--- src/sv/bfaf_ram.sv ---
// Generic single-port-write, single-port-read RAM with registered read.
module bfaf_ram #(
   parameter int Width = 8,
   parameter int Depth = 16
) (
   input  logic                     clock,
   input  logic                     wr_en,
   input  logic [$clog2(Depth)-1:0] wr_addr,
   input  logic [Width-1:0]         wr_data,
   input  logic [$clog2(Depth)-1:0] rd_addr,
   output logic [Width-1:0]         rd_data
);
   logic [Width-1:0] mem_ff [Depth];

   // Write port and registered read port
   always_ff @(posedge clock) begin
      if (wr_en) mem_ff[wr_addr] <= wr_data;
      rd_data <= mem_ff[rd_addr];
   end
endmodule
--- config.mk ---
export PLATFORM = sky130hd
export DESIGN_NAME = bfaf_ram
export DESIGN_NICKNAME = d
export VERILOG_FILES = /design/src/sv/bfaf_ram.sv
export SDC_FILE = /design/constraint.sdc
export NUM_CORES = 1
export LEC_CHECK = 0
export ABC_CLOCK_PERIOD_IN_PS = 2000
export BUFFER_PORTS_ARGS = -buffer_cell sky130_fd_sc_hd__buf_2
export CAP_MARGIN = 0
export CORE_MARGIN = 5
export CORE_UTILIZATION = 57
export CTS_BUF_LIST = sky130_fd_sc_hd__clkbuf_4
export DETAILED_ROUTE_END_ITERATION = 12
export PLACE_DENSITY = 0.88
export SLEW_MARGIN = 20
export SYNTH_ARGS = -nofsm -noshare
export SYNTH_HDL_FRONTEND = slang
export SYNTH_SLANG_ARGS = --single-unit
--- constraint.sdc ---
create_clock -name clock -period 2 [get_ports clock]
set_clock_uncertainty 0.1 [all_clocks]
set_input_delay 0.4 -clock clock [delete_from_list [all_inputs] [get_ports clock]]
set_output_delay 0.4 -clock clock [all_outputs]
set_load 0.02 [all_outputs]
==> summary.txt, run 1 <==
Hold Worst Slack: 0.180 ns
Mapped Area: 5150 µm²
CTS Sinks: 136
RSZ-0062 raised after global routing: no
hold buffers post-CTS: 0
PostCTS Resize Cnt: 0
share of layout cells above drive strength 1: 33.8%
final worst setup slack: 0.410 ns
Tot GR Track Use: 20.7%
worst-path maximum fanout: 1
biggest cell delay along the critical path: 0.59 ns
# DRC: 0
Post-CTS Setup Inserts: 0
Layout area overhead: 14.8%
most common cell after layout, fill and taps aside: edfxtp_1
Slew HR: 73.5%
syn_nets: 247
fmax: 0.629 GHz
H-tree levels: 4
Seq. cell area: 4000 µm²
hold path depth: 1
antenna violations before repair: 1
vias in the first global route: 2,745
top cell type's share of synthesized area: 74.7%
Tot Pwr: 5.57 mW
die area: 11,000 µm²
most frequent cells in the layout: edfxtp_1, buf_4, buf_2
clock buffer depth: 2
CP arrival: 1.86 ns
Critical Path Stages: 3
CP startpoint kind: flip-flop
Netlist cell types: 19
Port Buffers: 25
CTS Buf Count: 17
filler cell count: 561
Worst Path Buf+Inv: 0
Synth Instances: 229
leakage power: 2.05 nW
Clock transition at path regs: 0.11 ns
Final period util: 79.5%
Hold Fails Final Rpt: 0
Slew @ Worst Pin: 0.398 ns
Synth Register Bits: 136
crit-path leading delay family: multiplexers
DRT iter0 DRCs: 226
Worst-Skew Late Latency: 0.49 ns
WS Path Type: flip-flop to flip-flop
drt pass-1 iters: 4
final slew viol count: 0
Synth area leader: edfxtp_1
final setup TNS: 0 ns
Power Density: 943 nW/µm²
Syn. warnings: 0
minimum clock period: 1.59 ns
first-pass GRT wire length: 16,300 µm
status: completed
DR WL/cell: 25.6 µm
I/O Pins: 26
Die Y: 105 µm
initial core utilization: 58.7%
area post-placement: 5570 µm²
nets: 313
area of the multi-input gates: 1060 µm²
Die Span X: 105 µm
R2R depth: 3
routability congestion estimate: 0.767
CP Capture Type: flip-flop
TritonCTS clock tree: yes
largest net degree at the start of global routing: 17
post-DP HPWL: 6740 µm
CP Data Required Time: 2.27 ns
Remaining Overflow, GRT: 0
Seq/Total Area, Yosys: 77.8%
Core Area: 8760 µm²
# rows: 34
Hold Path Class: primary input to flip-flop
critical-path cell list: mux4_1, a22oi_1, nand2_1
clock root cell: clkbuf_4
vias per cell: 6.17
total wire length: 10,700 µm
Final Instance Area: 5910 µm²
critical path's slowest cell: mux4_1
final-report setup violation count: 0
Routed Antenna Nets: 0
mean post-synth cell area: 22.5 µm²
Synth area leaders: edfxtp_1, mux4_2, mux4_1, dfxtp_1, a22oi_1
via count: 2,573
setup slack at placement: -0.00518 ns
maxcap violations: 0
worst vdd ir: 0.668 mV
[cells in the mapped netlist]
cell type and instances:
buf_4 1, nor3_1 4, nand2b_1 2, and2_1 1
a22oi_1 16, nor2_1 13, and2b_1 1, nand3_1 1
nor2b_1 1, dfxtp_1 8, mux4_1 14, mux4_2 18
or3b_2 1, clkdlybuf4s25_2 3, buf_6 3, edfxtp_1 128
nand3b_1 2, buf_2 3, nand2_1 9
[metrics by stage]
step           cells  util (%)
6_report         417      67.4
3_5_place_dp     384      63.6
2_1_floorplan    229         -
5_1_grt          417      67.4
3_3_place_gp     384      63.6
4_1_cts          416      67.4
[state kept, by name, indices dropped and copies added, names as in the netlist]
| signal | flops |
|---|---|
| mem_ff | 128 |
| rd_data | 8 |
[power breakdown]
group          internal [mW]  switching, mW  leakage, nW  total (mW)
sequential              3.18         0.0234         1.22        3.20
clock                   1.14          0.900        0.181        2.04
combinational          0.136          0.193        0.643       0.329
[kinds of logic after synthesis]
| group | count (synthesis) | share of synthesized area (%) |
|---|---|---|
| buf+inv | 10 | 1.68 |
| mux | 32 | 15.0 |
| simple gates | 35 | 3.18 |
| compound gates | 16 | 2.33 |
| flops | 136 | 77.8 |
[metal layers]
layer  GRT usage [%]  part of all wire (%)
met1            26.3                    39
met2            33.4                    52
met3            5.49                   5.5
met4            9.77                   2.8
met5               0                     0
[layout make-up]
type | instances | area share, %
diodes | 1 | 0.0424
well taps | 108 | 2.29
clock inverters | 12 | 3.05
repair buffers | 57 | 6.40
multi-input cells | 83 | 17.9
flip-flops and latches | 136 | 67.8
clock buffers | 20 | 2.54
[worst paths after layout]
path | start | to | slack [ns]
setup / recovery | mem_ff[1][1]$_DFFE_PP_ | rd_data[1]$_DFF_P_ | 0.41
hold / removal | wr_data[1] | mem_ff[0][1]$_DFFE_PP_ | 0.18
setup reg to reg | mem_ff[1][1]$_DFFE_PP_ | rd_data[1]$_DFF_P_ | 0.41
hold reg to reg | mem_ff[12][3]$_DFFE_PP_ | rd_data[3]$_DFF_P_ | 0.59
Note: power is estimated with default switching activity, not from simulation.
==> run 2: changes to the inputs <==
ABC_CLOCK_PERIOD_IN_PS = 1300   (was 2000)
clock period = 1.3 ns   (was 2 ns; I/O delays follow)
==> run 2 against run 1 <==
Net effect: the flow now finishes with violations (negative setup slack); final cell count increased by 0.72%; sequential share of layout area is 2.6 points lower; maximum frequency up 15%; die area is the same; via count is 1.3% lower.
==> summary.txt, run 2 (synthesis results as in run 1) <==
status: finished with violations
failing checks: negative setup slack
Worst-Skew Late Latency: 0.53 ns (+0.04 ns)
max FFs per register: 128 (unchanged)
first-pass GRT wire length: 15,100 µm (-7.4%)
CP startpoint kind: flip-flop
via count: 2,539 (-1.3%)
Top reg by flops: mem_ff
hold wc startpoint: wr_addr[1]
most common cell after layout, fill and taps aside: edfxtp_1
Tot GR Track Use: 18.9% (-1.8 points)
critical-path cell list: mux4_2, a22oi_2, nand2_1
fmax: 0.723 GHz (+15%)
WS Path Type: flip-flop to flip-flop
worst hold endpoint: mem_ff[0][5]$_DFFE_PP_
minimum clock period: 1.38 ns (-0.206 ns)
initial core utilization: 58.7% (unchanged)
H-tree levels: 4 (unchanged)
worst vdd ir: 0.683 mV (+2.2%)
die area: 11,000 µm² (unchanged)
antenna cell count: 0 (-1)
CP Capture Type: flip-flop
CP arrival: 1.69 ns (-0.17 ns)
routability congestion estimate: 0.743 (-3.1%)
Inst Count DP: 380 (-1.0%)
Core Area: 8760 µm² (unchanged)
I/O Pins: 26 (unchanged)
Hold Path Class: primary input to flip-flop
Die Y: 105 µm (unchanged)
total wire length: 9550 µm (-11%)
final std cells w/o fill: 420 (+0.72%)
Clock transition at path regs: 0.14 ns (+0.03 ns)
CP Data Required Time: 1.61 ns (-0.66 ns)
final-report setup violation count: 16 (+16)
drt pass-1 iters: 5 (+1)
worst r2r dst: rd_data[0]$_DFF_P_
Final Instance Area: 6160 µm² (+4.2%)
TritonCTS clock tree: yes
maxcap violations: 0 (unchanged)
critical path's slowest cell: mux4_2
final slew viol count: 0 (unchanged)
Reg2Reg Setup Slack: -0.08 ns (-0.49 ns)
# DRC: 0 (unchanged)
CTS Buf Count: 17 (unchanged)
Layout area overhead: 19.6%
Hold Fails Final Rpt: 0 (unchanged)
Remaining Overflow, GRT: 0 (unchanged)
Die Span X: 105 µm (unchanged)
leakage power: 2.02 nW (-1.5%)
Final period util: 106% (+27 points)
Slew @ Worst Pin: 1.05 ns (+0.656 ns)
Finished Core Util: 70.3% (+2.9 points)
biggest cell delay along the critical path: 0.50 ns (-0.09 ns)
Largest regs: mem_ff x128, rd_data x8
share of layout cells above drive strength 1: 48.7% (+15 points)
antenna violations before repair: 0 (-1)
largest net degree at the start of global routing: 22 (+5)
Seq. cell area: 4010 µm² (+0.25%)
nets: 317 (+1.3%)
CTS Sinks: 136 (unchanged)
Power Density: 1310 nW/µm² (+38%)
most frequent cells in the layout: edfxtp_1, mux4_2, clkbuf_4, buf_2, buf_4
Port Buffers: 25 (unchanged)
FF-to-FF Start: mem_ff[0][0]$_DFFE_PP_
vias in the first global route: 2,678 (-2.4%)
Tot Pwr: 8.05 mW (+44%)
area post-placement: 5700 µm² (+2.2%)
final worst setup slack: -0.0838 ns (-0.494 ns)
RSZ-0062 raised after global routing: yes
area of the multi-input gates: 1130 µm² (+7.2%)
DR WL/cell: 22.7 µm (-11%)
Routed Antenna Nets: 0 (unchanged)
Slew HR: 29.6% (-44 points)
hold path depth: 4 (+3)
clock root cell: clkbuf_4
DRT iter0 DRCs: 193 (-15%)
filler cell count: 531 (-5.3%)
clock buffer depth: 2 (unchanged)
# rows: 34 (unchanged)
R2R depth: 3 (unchanged)
post-DP HPWL: 6520 µm (-3.4%)
vias per cell: 6.05 (-2.0%)
worst-path maximum fanout: 1 (unchanged)
-- run 2: changes by cell type in the layout (fill, tap and decap cells not counted), sizes merged --
cell / delta
buf: -4
dlygate4sd3: +8
clkinv: -5
inv: +9
clkbuf: -3
clkinvlp: +4
diode: -1
bufinv: -5
-- run 2: cell type report --
| class | count | area share, % |
|---|---|---|
| timing repair buffer | 61 | 10.0 |
| tap | 108 | 2.19 |
| multi-input combinational | 83 | 18.4 |
| clock inverter | 15 | 2.13 |
| clock buffer | 17 | 2.07 |
| sequential | 136 | 65.2 |
-- run 2: repair_timing --
item	4_1_cts	5_1_grt
setup endpoints to repair	16	16
hold buffers	8	0
endpoints found under the hold margin	123	0
setup buffers	0	0
pin swaps	5	3
gates resized for setup	37	1
-- run 2: critical path: cells and delay by family (launching register included) --
| kind | cells | cell delay (ns) |
|---|---|---|
| AO/OA/AOI/OAI | 1 | 0.17 |
| multiplexers | 1 | 0.50 |
| flip-flops | 1 | 0.43 |
| AND/OR/NAND/NOR | 1 | 0.08 |
-- run 2: per-stage QoR --
stage               hold slack [ns]  setup TNS [ns]  setup WS [ns]
floorplan                     0.259           -4.75         -0.163
global placement              0.545          -21.82         -0.408
detailed placement            0.554          -25.32         -0.444
CTS                           0.196           -1.15         -0.132
global route                  0.193           -1.66         -0.148
finish                        0.229          -0.800        -0.0838
-- run 2: power breakdown --
part,total [mW],internal [mW],leakage [nW],switching [mW]
logic,0.622,0.301,0.661,0.321
registers,4.94,4.90,1.22,0.0379
clock network,2.49,0.825,0.131,1.66
total,8.05,6.03,2.02,2.02
-- run 2: worst max-delay path by stage --
stage,start,endpoint,slack [ns],depth (start not counted)
final,mem_ff[0][0]$_DFFE_PP_,rd_data[0]$_DFF_P_,-0.08,3
after global routing,rd_data[4]$_DFF_P_,rd_data[4],-0.15,1
after CTS,rd_data[4]$_DFF_P_,rd_data[4],-0.13,1
after detailed placement,rd_addr[0],rd_data[5]$_DFF_P_,-0.44,5
after global placement,rd_addr[0],rd_data[3]$_DFF_P_,-0.41,5
after floorplan,wr_addr[2],mem_ff[0][0]$_DFFE_PP_,-0.16,2
-- run 2: layer usage --
metal / wire, µm / share of wire, % / track usage (%)
met2: 4970 / 52 / 30.5
met3: 829 / 8.7 / 4.99
met1: 3640 / 38 / 25.0
met5: 0 / 0 / 0
met4: 109 / 1.1 / 7.12
==> run 3: changes to the inputs <==
GPL_TIMING_DRIVEN = 0   (was unset)
==> run 3 against run 2 <==
Net effect: the run still ends with negative setup slack left; sequential cell count stayed put; register-to-register slack got worse by 0.098 ns; via count shrank 0.51%; count of clock-buffer cells in the layout unchanged; cell area down 3.0%; maximum frequency down 6.6%; critical path depth stayed put; first-iteration DRC count grew 18%; wire length increased by 3.6%; critical path type unchanged; largest cell class unchanged; largest power group unchanged.
==> summary.txt, run 3 (synthesis results as in run 1) <==
via count: 2,526 (-0.51%)
R2R depth: 3 (unchanged)
total wire length: 9900 µm (+3.6%)
routability congestion estimate: 0.726 (-2.3%)
Worst-Skew Late Latency: 0.53 ns (about the same)
failing checks: negative setup slack
Die Y: 105 µm (unchanged)
setup slack at placement: -0.516 ns (-0.0723 ns)
minimum clock period: 1.48 ns (+0.0981 ns)
# rows: 34 (unchanged)
final-report setup violation count: 16 (unchanged)
RSZ-0062 raised after global routing: yes
DR WL/cell: 24.7 µm (+8.5%)
worst-path maximum fanout: 1 (unchanged)
CTS Buf Count: 17 (unchanged)
initial core utilization: 58.7% (unchanged)
drt pass-1 iters: 5 (unchanged)
nets: 298 (-6.0%)
Finished Core Util: 68.1% (-2.1 points)
clock root cell: clkbuf_4
share of layout cells above drive strength 1: 42.7% (-6.1 points)
H-tree levels: 4 (unchanged)
die area: 11,000 µm² (unchanged)
leakage power: 1.93 nW (-4.2%)
final slew viol count: 0 (unchanged)
WS Path Type: flip-flop to flip-flop
worst hold endpoint: rd_data[0]$_DFF_P_
Die Span X: 105 µm (unchanged)
vias in the first global route: 2,473 (-7.7%)
largest net degree at the start of global routing: 17 (-23%)
CP arrival: 1.82 ns (+0.13 ns)
first-pass GRT wire length: 14,700 µm (-2.4%)
I/O Pins: 26 (unchanged)
FF-to-FF Start: mem_ff[11][6]$_DFFE_PP_
fmax: 0.675 GHz (-6.6%)
Largest regs: mem_ff x128, rd_data x8
Clock transition at path regs: 0.12 ns (-0.02 ns)
maxcap violations: 0 (unchanged)
clock buffer depth: 2 (unchanged)
CP startpoint kind: flip-flop
Port Buffers: 24 (-4.0%)
CP Capture Type: flip-flop
Hold Fails Final Rpt: 0 (unchanged)
DRT iter0 DRCs: 228 (+18%)
Reg2Reg Setup Slack: -0.18 ns (-0.10 ns)
antenna violations before repair: 0 (unchanged)
Top reg by flops: mem_ff
Slew @ Worst Pin: 0.787 ns (-0.267 ns)
# DRC: 0 (unchanged)
max FFs per register: 128 (unchanged)
Hold Path Class: primary input to flip-flop
TritonCTS clock tree: yes
vias per cell: 6.30 (+4.2%)
Final period util: 114% (+7.5 points)
CP Data Required Time: 1.63 ns (+0.02 ns)
worst vdd ir: 0.769 mV (+13%)
Tot Pwr: 8.79 mW (+9.2%)
Power Density: 1470 nW/µm² (+13%)
Layout area overhead: 16.0%
status: finished with violations
Routed Antenna Nets: 0 (unchanged)
CTS Sinks: 136 (unchanged)
Remaining Overflow, GRT: 0 (unchanged)
Tot GR Track Use: 18.9% (about the same)
antenna cell count: 0 (unchanged)
final worst setup slack: -0.182 ns (-0.0981 ns)
hold path depth: 4 (unchanged)
most frequent cells in the layout: edfxtp_1, mux4_2, buf_2
Slew HR: 47.3% (+18 points)
Core Area: 8760 µm² (unchanged)
most common cell after layout, fill and taps aside: edfxtp_1
worst r2r dst: rd_data[6]$_DFF_P_
post-DP HPWL: 6250 µm (-4.1%)
hold wc startpoint: rd_addr[0]
run 3: worst max path at each step:
stage | end | from | slack, ns | cells after the start
2_1_floorplan | mem_ff[0][0]$_DFFE_PP_ | wr_addr[2] | -0.16 | 2
3_3_place_gp | mem_ff[14][2]$_DFFE_PP_ | wr_addr[0] | -0.46 | 3
3_5_place_dp | mem_ff[15][2]$_DFFE_PP_ | wr_addr[0] | -0.52 | 3
4_1_cts | rd_data[6]$_DFF_P_ | mem_ff[11][6]$_DFFE_PP_ | -0.19 | 3
5_1_grt | rd_data[6]$_DFF_P_ | mem_ff[11][6]$_DFFE_PP_ | -0.20 | 3
6_report | rd_data[6]$_DFF_P_ | mem_ff[11][6]$_DFFE_PP_ | -0.18 | 3
run 3: routing by layer:
layer | share of wire (%) | vias up | GRT usage (%)
li1 | - | 1069 | -
met1 | 37 | 1274 | 25.6
met2 | 50 | 160 | 29.0
met3 | 9.0 | 23 | 4.81
met4 | 3.2 | 0 | 9.13
met5 | 0 | - | 0
run 3: cell type report:
type                    count  area, µm²
repair buffers             32        250
fillers                   537       2790
plain buffers              10        120
multi-input cells          83       1100
well taps                 108        135
flip-flops and latches    136       4010
clock buffers              17        128
clock inverters            15        225
run 3: repair_timing:
action                                 4_1_cts  5_1_grt
hold buffers                                 5        3
pin swaps                                    2        1
resized for setup                           28        2
endpoints found under the hold margin       49       10
setup endpoints to repair                   16       16
buffers inserted                             0        0
run 3: power by group:
group	switching, mW	internal (mW)
clock	1.53	1.73
combinational	0.327	0.271
sequential	0.0328	4.90
total	1.89	6.90
run 3: stage by stage:
step / area (µm²) / cells / hold WS [ns] / TNS, ns
detailed placement: 5450 / 361 / 0.571 / -54.59
global route: 5970 / 401 / 0.112 / -1.87
CTS: 5940 / 398 / 0.00183 / -1.50
finish: 5970 / 401 / 0.129 / -1.11
floorplan: 5200 / 229 / 0.259 / -4.75
global placement: 5450 / 361 / 0.555 / -47.78
run 3: critical path: stages (launching register included):
cell	delay, ns
edfxtp_1	0.44
mux4_2	0.54
a22oi_2	0.21
nand2_1	0.08
